`src/rtl/sbtt_pkg.sv`:
```
// ----------------------------------------------------------------------------
// Sector buffer tag table package
// Shared sizes, request/result types, memory entry layout and state codes.
// ----------------------------------------------------------------------------
package sbtt_pkg;

    localparam int SLOTS    = 16;
    localparam int IDX_W    = (SLOTS > 1) ? $clog2(SLOTS) : 1;
    localparam int SECTOR_W = 32;
    localparam int REFS_W   = 8;
    localparam int SLOT_W   = 4;

    localparam logic [REFS_W-1:0] REFS_MAX = {REFS_W{1'b1}};
    localparam logic [IDX_W-1:0]  IDX_LAST = IDX_W'(SLOTS - 1);

    typedef enum logic {
        ACT_GET     = 1'b0,
        ACT_RELEASE = 1'b1
    } t_action;

    typedef struct packed {
        t_action               action;
        logic [SECTOR_W-1:0]   sector;
    } t_request;

    typedef struct packed {
        logic [SLOT_W-1:0] slot;
        logic              hit;
        logic              full_res;
    } t_result;

    // One slot as stored in the tag memory
    typedef struct packed {
        logic [SECTOR_W-1:0] sector;
        logic [REFS_W-1:0]   refs;
    } t_entry;

    // Outcome of the scan, held until write-back
    typedef struct packed {
        logic              hit_found;
        logic [IDX_W-1:0]  hit_idx;
        logic [REFS_W-1:0] hit_refs;
        logic              free_found;
        logic [IDX_W-1:0]  free_idx;
    } t_scan;

    typedef enum logic [1:0] {
        ST_IDLE,
        ST_SCAN,
        ST_DRAIN,
        ST_WRITE
    } t_state;

endpackage

```
`src/rtl/sbtt_scan.sv`:
```
// ----------------------------------------------------------------------------
// Sector buffer tag table scan tracker
// Compares one read-back slot per cycle; keeps the first match and first free.
// ----------------------------------------------------------------------------
module sbtt_scan (
    input  logic                          i_clk,
    input  logic                          i_rst_n,
    input  logic                          i_clear,
    input  logic                          i_chk_vld,
    input  logic [sbtt_pkg::IDX_W-1:0]    i_chk_idx,
    input  logic                          i_tagged,
    input  sbtt_pkg::t_entry              i_entry,
    input  logic [sbtt_pkg::SECTOR_W-1:0] i_key,
    output sbtt_pkg::t_scan               o_scan
);

    sbtt_pkg::t_scan r_scan;
    sbtt_pkg::t_scan n_scan;
    logic            match;
    logic            is_free;

    // An untagged slot has never been claimed, so it is free whatever its stored count
    assign match   = i_chk_vld && i_tagged && (i_entry.sector == i_key);
    assign is_free = i_chk_vld && (!i_tagged || (i_entry.refs == '0));

    always_comb begin
        n_scan = r_scan;
        if (i_clear) begin
            n_scan.hit_found  = 1'b0;
            n_scan.free_found = 1'b0;
        end else begin
            if (match && !r_scan.hit_found) begin
                n_scan.hit_found = 1'b1;
                n_scan.hit_idx   = i_chk_idx;
                n_scan.hit_refs  = i_entry.refs;
            end
            if (is_free && !r_scan.free_found) begin
                n_scan.free_found = 1'b1;
                n_scan.free_idx   = i_chk_idx;
            end
        end
    end

    always_ff @(posedge i_clk) begin
        if (!i_rst_n) begin
            r_scan <= '0;
        end else begin
            r_scan <= n_scan;
        end
    end

    assign o_scan = r_scan;

endmodule

```
`src/rtl/sector_buffer_tag_table.sv`:
```
// ----------------------------------------------------------------------------
// Sector buffer tag table
// Tags, reference counts and lookup for a fixed pool of sector buffers.
// ----------------------------------------------------------------------------
// Sequence: an accepted request runs ST_SCAN, the linear scan that reads one
//   slot per cycle through the tag memory read port, then ST_DRAIN, ST_WRITE.
// o_done is high in ST_WRITE. busy stays high from the accepting edge until
//   the table is back in ST_IDLE, so no new request is taken meanwhile.
// Reset: synchronous, active low; all slots become untagged at once, with no
//   clearing pass. The receiver cannot stall; results are strobed.
// ----------------------------------------------------------------------------
module sector_buffer_tag_table (
    input  logic                i_clk,
    input  logic                i_rst_n,
    input  logic                start,
    input  sbtt_pkg::t_request  i_request,
    output logic                busy,
    output logic                o_done,
    output sbtt_pkg::t_result   o_result
);

    // Tag memory: sector tag and reference count per slot, registered read.
    // Contents are only meaningful where the matching tagged bit is set.
    sbtt_pkg::t_entry mem [sbtt_pkg::SLOTS];

    // Tagged bits live in flops so reset clears them all at once
    logic [sbtt_pkg::SLOTS-1:0] r_tagged;

    sbtt_pkg::t_state            r_state;
    sbtt_pkg::t_state            n_state;
    sbtt_pkg::t_request          r_req;
    logic [sbtt_pkg::IDX_W-1:0]  r_addr;
    logic [sbtt_pkg::IDX_W-1:0]  r_chk_idx;
    logic                        r_chk_vld;
    sbtt_pkg::t_entry            r_rdata;

    sbtt_pkg::t_scan             scan;
    logic                        accept;
    logic                        scan_clear;
    logic                        mem_we;
    logic [sbtt_pkg::IDX_W-1:0]  mem_waddr;
    sbtt_pkg::t_entry            mem_wdata;
    logic                        set_tag;
    logic [sbtt_pkg::REFS_W-1:0] refs_inc;
    logic                        is_get;

    assign accept = start && !busy;
    assign is_get = (r_req.action == sbtt_pkg::ACT_GET);

    // Saturating increment of the matched slot's count
    assign refs_inc = (scan.hit_refs == sbtt_pkg::REFS_MAX) ? scan.hit_refs
                                                            : scan.hit_refs + 1'b1;

    // ---------------- next state ----------------
    always_comb begin
        n_state = r_state;
        case (r_state)
            sbtt_pkg::ST_IDLE: begin
                if (start) n_state = sbtt_pkg::ST_SCAN;
            end
            sbtt_pkg::ST_SCAN: begin
                // advance once the last slot read is issued
                if (r_addr == sbtt_pkg::IDX_LAST) n_state = sbtt_pkg::ST_DRAIN;
            end
            sbtt_pkg::ST_DRAIN: n_state = sbtt_pkg::ST_WRITE;
            sbtt_pkg::ST_WRITE: n_state = sbtt_pkg::ST_IDLE;
            default:            n_state = sbtt_pkg::ST_IDLE;
        endcase
    end

    // ---------------- outputs and write-back ----------------
    always_comb begin
        busy              = 1'b1;
        o_done            = 1'b0;
        o_result          = '0;
        scan_clear        = 1'b0;
        mem_we            = 1'b0;
        mem_waddr         = scan.hit_found ? scan.hit_idx : scan.free_idx;
        mem_wdata.sector  = r_req.sector;
        mem_wdata.refs    = '0;
        set_tag           = 1'b0;
        case (r_state)
            sbtt_pkg::ST_IDLE: begin
                busy       = 1'b0;
                scan_clear = 1'b1;
            end
            sbtt_pkg::ST_SCAN, sbtt_pkg::ST_DRAIN: begin
            end
            sbtt_pkg::ST_WRITE: begin
                o_done       = 1'b1;
                o_result.hit = scan.hit_found;
                if (scan.hit_found) begin
                    // hit: bump on get, drop to zero on release; tag stays
                    mem_we         = 1'b1;
                    mem_wdata.refs = is_get ? refs_inc : '0;
                    o_result.slot  = sbtt_pkg::SLOT_W'(scan.hit_idx);
                end else if (is_get && scan.free_found) begin
                    // miss: claim the first free slot and retag it
                    mem_we         = 1'b1;
                    set_tag        = 1'b1;
                    mem_wdata.refs = sbtt_pkg::REFS_W'(1);
                    o_result.slot  = sbtt_pkg::SLOT_W'(scan.free_idx);
                end else if (is_get) begin
                    o_result.full_res = 1'b1;
                end
            end
            default: begin
                busy = 1'b1;
            end
        endcase
    end

    // ---------------- control registers ----------------
    always_ff @(posedge i_clk) begin
        if (!i_rst_n) begin
            r_state   <= sbtt_pkg::ST_IDLE;
            r_chk_vld <= 1'b0;
            r_tagged  <= '0;
            r_addr    <= '0;
        end else begin
            r_state   <= n_state;
            r_chk_vld <= (r_state == sbtt_pkg::ST_SCAN);
            if (r_state == sbtt_pkg::ST_SCAN) begin
                r_addr <= r_addr + 1'b1;
            end else begin
                r_addr <= '0;
            end
            if (set_tag) begin
                r_tagged[mem_waddr] <= 1'b1;
            end
        end
    end

    // Hold the request for the whole scan
    always_ff @(posedge i_clk) begin
        if (accept) begin
            r_req <= i_request;
        end
        r_chk_idx <= r_addr;
    end

    // ---------------- tag memory ----------------
    always_ff @(posedge i_clk) begin
        if (mem_we) begin
            mem[mem_waddr] <= mem_wdata;
        end
        r_rdata <= mem[r_addr];
    end

    sbtt_scan u_scan (
        .i_clk     (i_clk),
        .i_rst_n   (i_rst_n),
        .i_clear   (scan_clear),
        .i_chk_vld (r_chk_vld),
        .i_chk_idx (r_chk_idx),
        .i_tagged  (r_tagged[r_chk_idx]),
        .i_entry   (r_rdata),
        .i_key     (r_req.sector),
        .o_scan    (scan)
    );

endmodule
```
`config.mk`:
```
export PLATFORM = sky130hd
export DESIGN_NAME = sector_buffer_tag_table
export DESIGN_NICKNAME = d
export VERILOG_FILES = /design/src/rtl/sbtt_pkg.sv /design/src/rtl/sbtt_scan.sv /design/src/rtl/sector_buffer_tag_table.sv
export SDC_FILE = /design/constraint.sdc
export NUM_CORES = 1
export LEC_CHECK = 0
export BUFFER_PORTS_ARGS = -buffer_cell sky130_fd_sc_hd__buf_2
export CAP_MARGIN = 20
export CORE_ASPECT_RATIO = 0.5
export CORE_MARGIN = 2
export CORE_UTILIZATION = 31
export CTS_BUF_LIST = sky130_fd_sc_hd__clkbuf_2
export DETAILED_ROUTE_END_ITERATION = 8
export PLACE_DENSITY = 0.55
export SKIP_LAST_GASP = 1
export SYNTH_ARGS = -nofsm -noshare
export SYNTH_HDL_FRONTEND = slang
export SYNTH_SLANG_ARGS = --single-unit
```
`constraint.sdc`:
```
create_clock -name i_clk -period 5.2 [get_ports i_clk]
set_input_delay 0.26 -clock i_clk [delete_from_list [all_inputs] [get_ports i_clk]]
set_output_delay 0.26 -clock i_clk [all_outputs]
set_load 0.1 [all_outputs]
```
==> results_dict.tcl, run 1 <==
set metrics [dict create \
    final-hold-violation-count 0 \
    path_class "reg2out" \
    drive_gt1_share_pct 35.07 \
    start_util_pct 31.27 \
    grt_use_total_pct 14.06 \
    synth-compound-area-share_pct 1.020 \
    cp-end-kind "output pin" \
    rsz0062_at_grt "false" \
    ioPinCount 44 \
    yosys.area_share.simple_pct 2.498 \
    synth_top_family_by_area "multiplexers" \
    p_switching_uw 3408 \
    post_cts_resized 0 \
    setup_viol 0 \
    reg2reg_depth 4 \
    reg2reg_slack_ps 1820 \
    layout_setup_ws_ps 1541 \
    synth_warnings 0 \
    cts.clk_slew.worst_paths_ps 110 \
    synthesis.nets 1328 \
    whs_endpoint "mem_wdata[39]" \
    pre_cts_slack_ps 1851 \
    synth_adder_area_share_pct 0.2648 \
    cellLeakagePower_uw 0.01042 \
    synth_edf_count 673 \
    die_x_microns 431.7 \
    drc 0 \
    cts_num_sinks 758 \
    synth_area_leader_cell "edfxtp_1" \
    max_slew_margin_pct 27.34 \
    wirelength_microns 64790 \
    drtAntennaViolNets 0 \
    whs_ps 180.3 \
    cp-start-kind "register" \
    whs_path_depth 3 \
    critical_path.max_fanout 24 \
    first_global_vias 14340 \
    netlist_instances 1286 \
    ir_drop_mv 0.1559 \
    seq_area_frac_synth_pct 77.29 \
    wl_per_cell_microns 22.07 \
    cts_inserted_buffers 176 \
    drv_cap 0 \
    p_int_uw 9371 \
    antenna_found_initial 3 \
    max_freq_mhz 273.3 \
    mostFrequentLayoutCells "edfxtp_1, clkbuf_2, mux4_2" \
    h-tree-depth 4 \
    p_per_area_nw_per_um2 387.0 \
    synth_top_area_share_pct 71.29 \
    hold_path.startpoint "i_request[31]" \
    min_path_type "in2reg" \
    synthXorXnorAreaFrac_pct 1.174 \
    port_buffers 43 \
    rows 78 \
    synth_ff_type "edfxtp_1" \
    timing.final.crit_share_pct 70.36 \
    tightest_slew_ps 1087 \
    nets 1623 \
    p_sw_share_pct 26.67 \
    seqPwrFrac_pct 57.3 \
    total_power_uw 12780 \
    period_needed_ps 3659 \
    pwr-share-clk_pct 31.1 \
    globalplace.congestion 0.7632 \
    crit_arrival_ps 3400 \
    core_area_sq_um 90660 \
    cts-root-buf "clkbuf_2" \
    status "completed" \
    dpl.hpwl_microns 38240 \
    ys_async_sr_fraction_pct 0 \
    insertion_delay_ps 1330 \
    dieArea_sq_um 94030 \
    required_ps 4940 \
    r2r-start "u_scan.o_scan[17]" \
    grt_pass1_wl_microns 96010 \
    drtIter0Drc 1309 \
    slew_violations 0 \
    vias 13890 \
    syn_area_sq_um 28350 \
    synth.area.mux_share_pct 16.74 \
    syn_avg_cell_area_sq_um 22.04 \
    avgViaCountPerCell 4.732 \
    cts.path.max_buffers 3 \
    first_pass_iters 5 \
    ys_ff_latch 758 \
    fillers 8396 \
    clock_skew_ps 73.92 \
    yosys.cell_types.count 45 \
    dp.cells 2517 \
    netlist_top_cells_area "edfxtp_1, mux4_2, dfxtp_1" \
    area_growth_pct 16.48 \
    cts_tree "done" \
    dieHeight_microns 217.8 \
    finalSetupTns_ps 0 \
    instances_no_fill 2935 \
    grt_overflow_total 0 \
    reg2reg_to "mem[12][29]" \
    final_common_cell "edfxtp_1" \
    grt_max_degree 79 \
    combPwrFrac_pct 11.6 \
]
[area by class of cell]
| class | instances | area (sq um) | share of cell area, % |
|---|---|---|---|
| Antenna cell | 7 | 17.52 | 0.05305 |
| Timing Repair Buffer | 175 | 1533 | 4.642 |
| Clock buffer | 269 | 1346 | 4.077 |
| Inverter | 12 | 45.04 | 0.1364 |
| Multi-Input combinational cell | 458 | 6277 | 19.01 |
| Clock inverter | 56 | 377.9 | 1.144 |
| Tap cell | 1200 | 1501 | 4.547 |
| Sequential cell | 758 | 21920 | 66.39 |
[kinds of logic (layout without fill, tap and decap cells)]
group | count (synthesis) | in the layout
and+or+nand+nor | 149 | 149
DFF | 758 | 758
muxes | 216 | 216
xor gates and xnor gates | 38 | 38
AOI/OAI and AO/OA | 49 | 49
other | 0 | 7
buffers and inverters | 70 | 512
adders and majority gates | 6 | 6
[per-stage QoR]
step | area (sq um) | utilization [%]
floorplan | 28350 | -
global placement | 30310 | 33.43
detailed placement | 30420 | 33.55
CTS | 32980 | 36.37
global route | 33020 | 36.42
finish | 33020 | 36.42
[metal layers]
layer / up-vias / GRT usage [%] / wire length, microns
met5: - / 0 / 0
met4: 0 / 5.513 / 1282
met3: 97 / 3.420 / 4347
met2: 471 / 21.92 / 30680
met1: 7274 / 19.04 / 28470
li1: 6046 / - / -
[worst max-delay path by stage]
stage / startpoint / slack (ps) / end
final: u_scan.o_scan[17] / 1540 / o_result[4]
after global routing: u_scan.o_scan[17] / 1170 / o_result[4]
after CTS: u_scan.o_scan[17] / 1360 / o_result[4]
after detailed placement: u_scan.o_scan[17] / 1850 / mem[14][19]
after global placement: u_scan.o_scan[17] / 1870 / mem[3][13]
after floorplan: r_state[0] / 560 / o_result[0]
[timing repair]
item,in CTS,in global routing
setup buffers,0,0
endpoints found under the hold margin,107,0
hold buffers,83,0
[power by group through the flow]
| stage | Sequential (uW) | Clock, uW | Combinational (uW) |
|---|---|---|---|
| floorplan | 7330 | 0 | 1010 |
| detailed placement | 7470 | 0 | 1480 |
| global placement | 7460 | 0 | 1480 |
| global route | 7370 | 4460 | 1610 |
| CTS | 7330 | 4130 | 1530 |
| finish | 7320 | 3970 | 1480 |
[sequential cells by signal, indices dropped and copies added (netlist names), 2 cells and up]
| register | flops |
|---|---|
| r_state | 2 |
| r_tagged | 16 |
| r_rdata | 40 |
| mem_wdata | 32 |
| r_addr | 4 |
| u_scan.o_scan | 18 |
| r_chk_idx | 4 |
| mem | 640 |
[worst max-delay path, stage by stage, from the launching register on]
cell     delay, ps
dfxtp_1        910
o21ai_1        360
a21oi_1        290
buf_2          500
[Yosys cell counts (6+ instances only)]
library cell and count:
clkbuf_1 37, xnor2_1 34, ha_1 6, nand4_1 8
buf_2 9, mux2i_1 9, nand3_1 18, mux4_2 200
nand2_1 12, edfxtp_1 673, o21ai_1 11, dfxtp_1 85
a21oi_1 16, nor2_1 78, buf_1 10, inv_1 11
a31oi_1 6
Note: power is estimated with default switching activity, not from simulation.
==> run 2, diff against run 1 <==
--- a/config.mk
+++ b/config.mk
@@ -12,7 +12,7 @@
 export CORE_UTILIZATION = 31
 export CTS_BUF_LIST = sky130_fd_sc_hd__clkbuf_2
 export DETAILED_ROUTE_END_ITERATION = 8
-export PLACE_DENSITY = 0.55
+export PLACE_DENSITY = 0.57
 export SKIP_LAST_GASP = 1
 export SYNTH_ARGS = -nofsm -noshare
 export SYNTH_HDL_FRONTEND = slang
==> constraint.sdc (replaced) <==
create_clock -name i_clk -period 3.1 [get_ports i_clk]
set_input_delay 0.155 -clock i_clk [delete_from_list [all_inputs] [get_ports i_clk]]
set_output_delay 0.155 -clock i_clk [all_outputs]
set_load 0.1 [all_outputs]
==> results_dict.tcl, run 2 (synthesized netlist as in run 1, its figures left out) <==
set metrics [dict create \
    status "completed" \
    period_needed_ps 2913 \
    first_global_vias 14690 \
    wirelength_microns 66160 \
    largest_register_ffs 640 \
    place_area_sq_um 31030 \
    antenna_found_initial 1 \
    area_growth_pct 19.11 \
    cp_top_family "buffers and inverters" \
    critical_path.max_fanout 7 \
    max_slew_margin_pct 33.33 \
    final_common_cell "edfxtp_1" \
    drv_cap 0 \
    ir_drop_mv 0.3430 \
    die_x_microns 431.7 \
    drtIter0Drc 1184 \
    vias 14250 \
    grt_overflow_total 0 \
    start_util_pct 31.27 \
    final_cell_area_sq_um 33770 \
    instances_no_fill 2984 \
    slew_violations 0 \
    cts.path.max_buffers 3 \
    core_area_sq_um 90660 \
    path_class "reg2out" \
    whs_path_depth 3 \
    p_per_area_nw_per_um2 626.5 \
    port_buffers 43 \
    max_freq_mhz 343.3 \
    setup_viol 0 \
    clock_skew_ps 147.8 \
    required_ps 2940 \
    grt_max_degree 70 \
    cts_inserted_buffers 176 \
    crit_arrival_ps 2760 \
    fillers 8275 \
    reg2reg_depth 7 \
    crit_buf_inv 2 \
    avgViaCountPerCell 4.776 \
    rows 78 \
    r2r-start "mem_wdata[12]" \
    hold_path.startpoint "i_request[2]" \
    final-hold-violation-count 0 \
    grt_use_total_pct 14.29 \
    post-cts-setup-buffers 0 \
    cts-root-buf "clkbuf_2" \
    grt_pass1_wl_microns 97650 \
    cp-start-kind "register" \
    mostFrequentLayoutCells "edfxtp_1, clkbuf_2, mux4_2" \
    nets 1677 \
    h-tree-depth 4 \
    cts.clk_slew.worst_paths_ps 110 \
    first_pass_iters 5 \
    reg2reg_to "u_scan.o_scan[13]" \
    reg2reg_slack_ps 360 \
    wl_per_cell_microns 22.17 \
    drc 0 \
    drive_gt1_share_pct 37.10 \
    largest_register "mem" \
    timing.final.crit_share_pct 93.95 \
    cts_num_sinks 758 \
    drtAntennaViolNets 0 \
    ioPinCount 44 \
    worstPathCellList "ha_2 > o21ai_1 > buf_4 > a21oi_4 > buf_8" \
    cellLeakagePower_uw 0.01069 \
    finalSetupTns_ps 0 \
    min_path_type "in2reg" \
    fin_util_pct 37.25 \
    tightest_slew_ps 996.4 \
    cpPeakStageDelay_ps 410 \
    critical_path.slowest_cell "dfxtp_1" \
    globalplace.congestion 0.7479 \
    dieHeight_microns 217.8 \
    rsz0062_at_grt "false" \
    dp.cells 2554 \
    dieArea_sq_um 94030 \
    dpl.hpwl_microns 35420 \
    whs_endpoint "mem_wdata[10]" \
    cp-end-kind "output pin" \
    cts_tree "done" \
    insertion_delay_ps 1390 \
]
[run 2: cell count changes in the layout (fill, tap and decap cells not counted), sizes merged]
cell / previous run / this run
dlygate4sd3: 83 / 103
clkbuf: 270 / 278
bufinv: 6 / 0
clkinv: 46 / 34
buf: 91 / 126
inv: 15 / 17
diode: 7 / 5
clkinvlp: 1 / 5
[run 2: repair_timing]
action / in CTS / in global routing
endpoints found under the setup margin: 7 / 2
resized for setup: 24 / 3
endpoints found under the hold margin: 107 / 0
hold buffers: 103 / 0
[run 2: worst reg2reg max path: stages (launching register included)]
cell      delay, ps
edfxtp_1        630
xnor2_1         380
nand4_1         130
nor4_1          540
buf_4           220
and4b_2         430
nand3_1         120
a21oi_1         160
[run 2: through the flow]
step	worst slack [ps]	hold WS, ps	total power (uW)
after global placement	415.4	332.3	14980
after floorplan	-374.1	253.9	13990
final	187.4	160.4	21160
after CTS	-54.89	10.49	21490
after detailed placement	393.5	333.6	15000
after global routing	5.289	158.7	22180
[run 2: layer usage]
metal	track usage, %	share of wire [%]	routed length [microns]
met5	0	0	0
met4	5.082	1.4	947
met2	22.59	48	31610
met1	19.78	45	29900
met3	2.748	5.6	3699
[run 2: how the worst max path moves through the flow]
stage	from	slack, ps	to	cells past startpoint
after floorplan	r_state[0]	-370	mem[4][0]	4
after global placement	mem_wdata[31]	420	u_scan.o_scan[15]	7
after detailed placement	mem_wdata[27]	390	u_scan.o_scan[9]	7
after CTS	r_state[0]	-50	o_result[4]	5
after global routing	r_state[0]	5	o_result[2]	5
final	r_state[0]	190	o_result[4]	5
[run 2: power by group]
group | total [uW] | switching, uW | leakage (uW) | internal (uW)
registers | 12200 | 426 | 0.00674 | 11700
clock network | 6350 | 3960 | 0.00125 | 2390
logic | 2650 | 1330 | 0.00270 | 1320
[run 2: cell type report]
cell class | count | area [sq um] | area share, %
flip-flops and latches | 758 | 21920 | 64.93
clock inverters | 44 | 207.7 | 0.6151
inverters | 12 | 45.04 | 0.1334
diodes | 5 | 12.51 | 0.03705
repair buffers | 229 | 2371 | 7.021
clock buffers | 278 | 1391 | 4.120
multi-input cells | 458 | 6315 | 18.70
well taps | 1200 | 1501 | 4.446
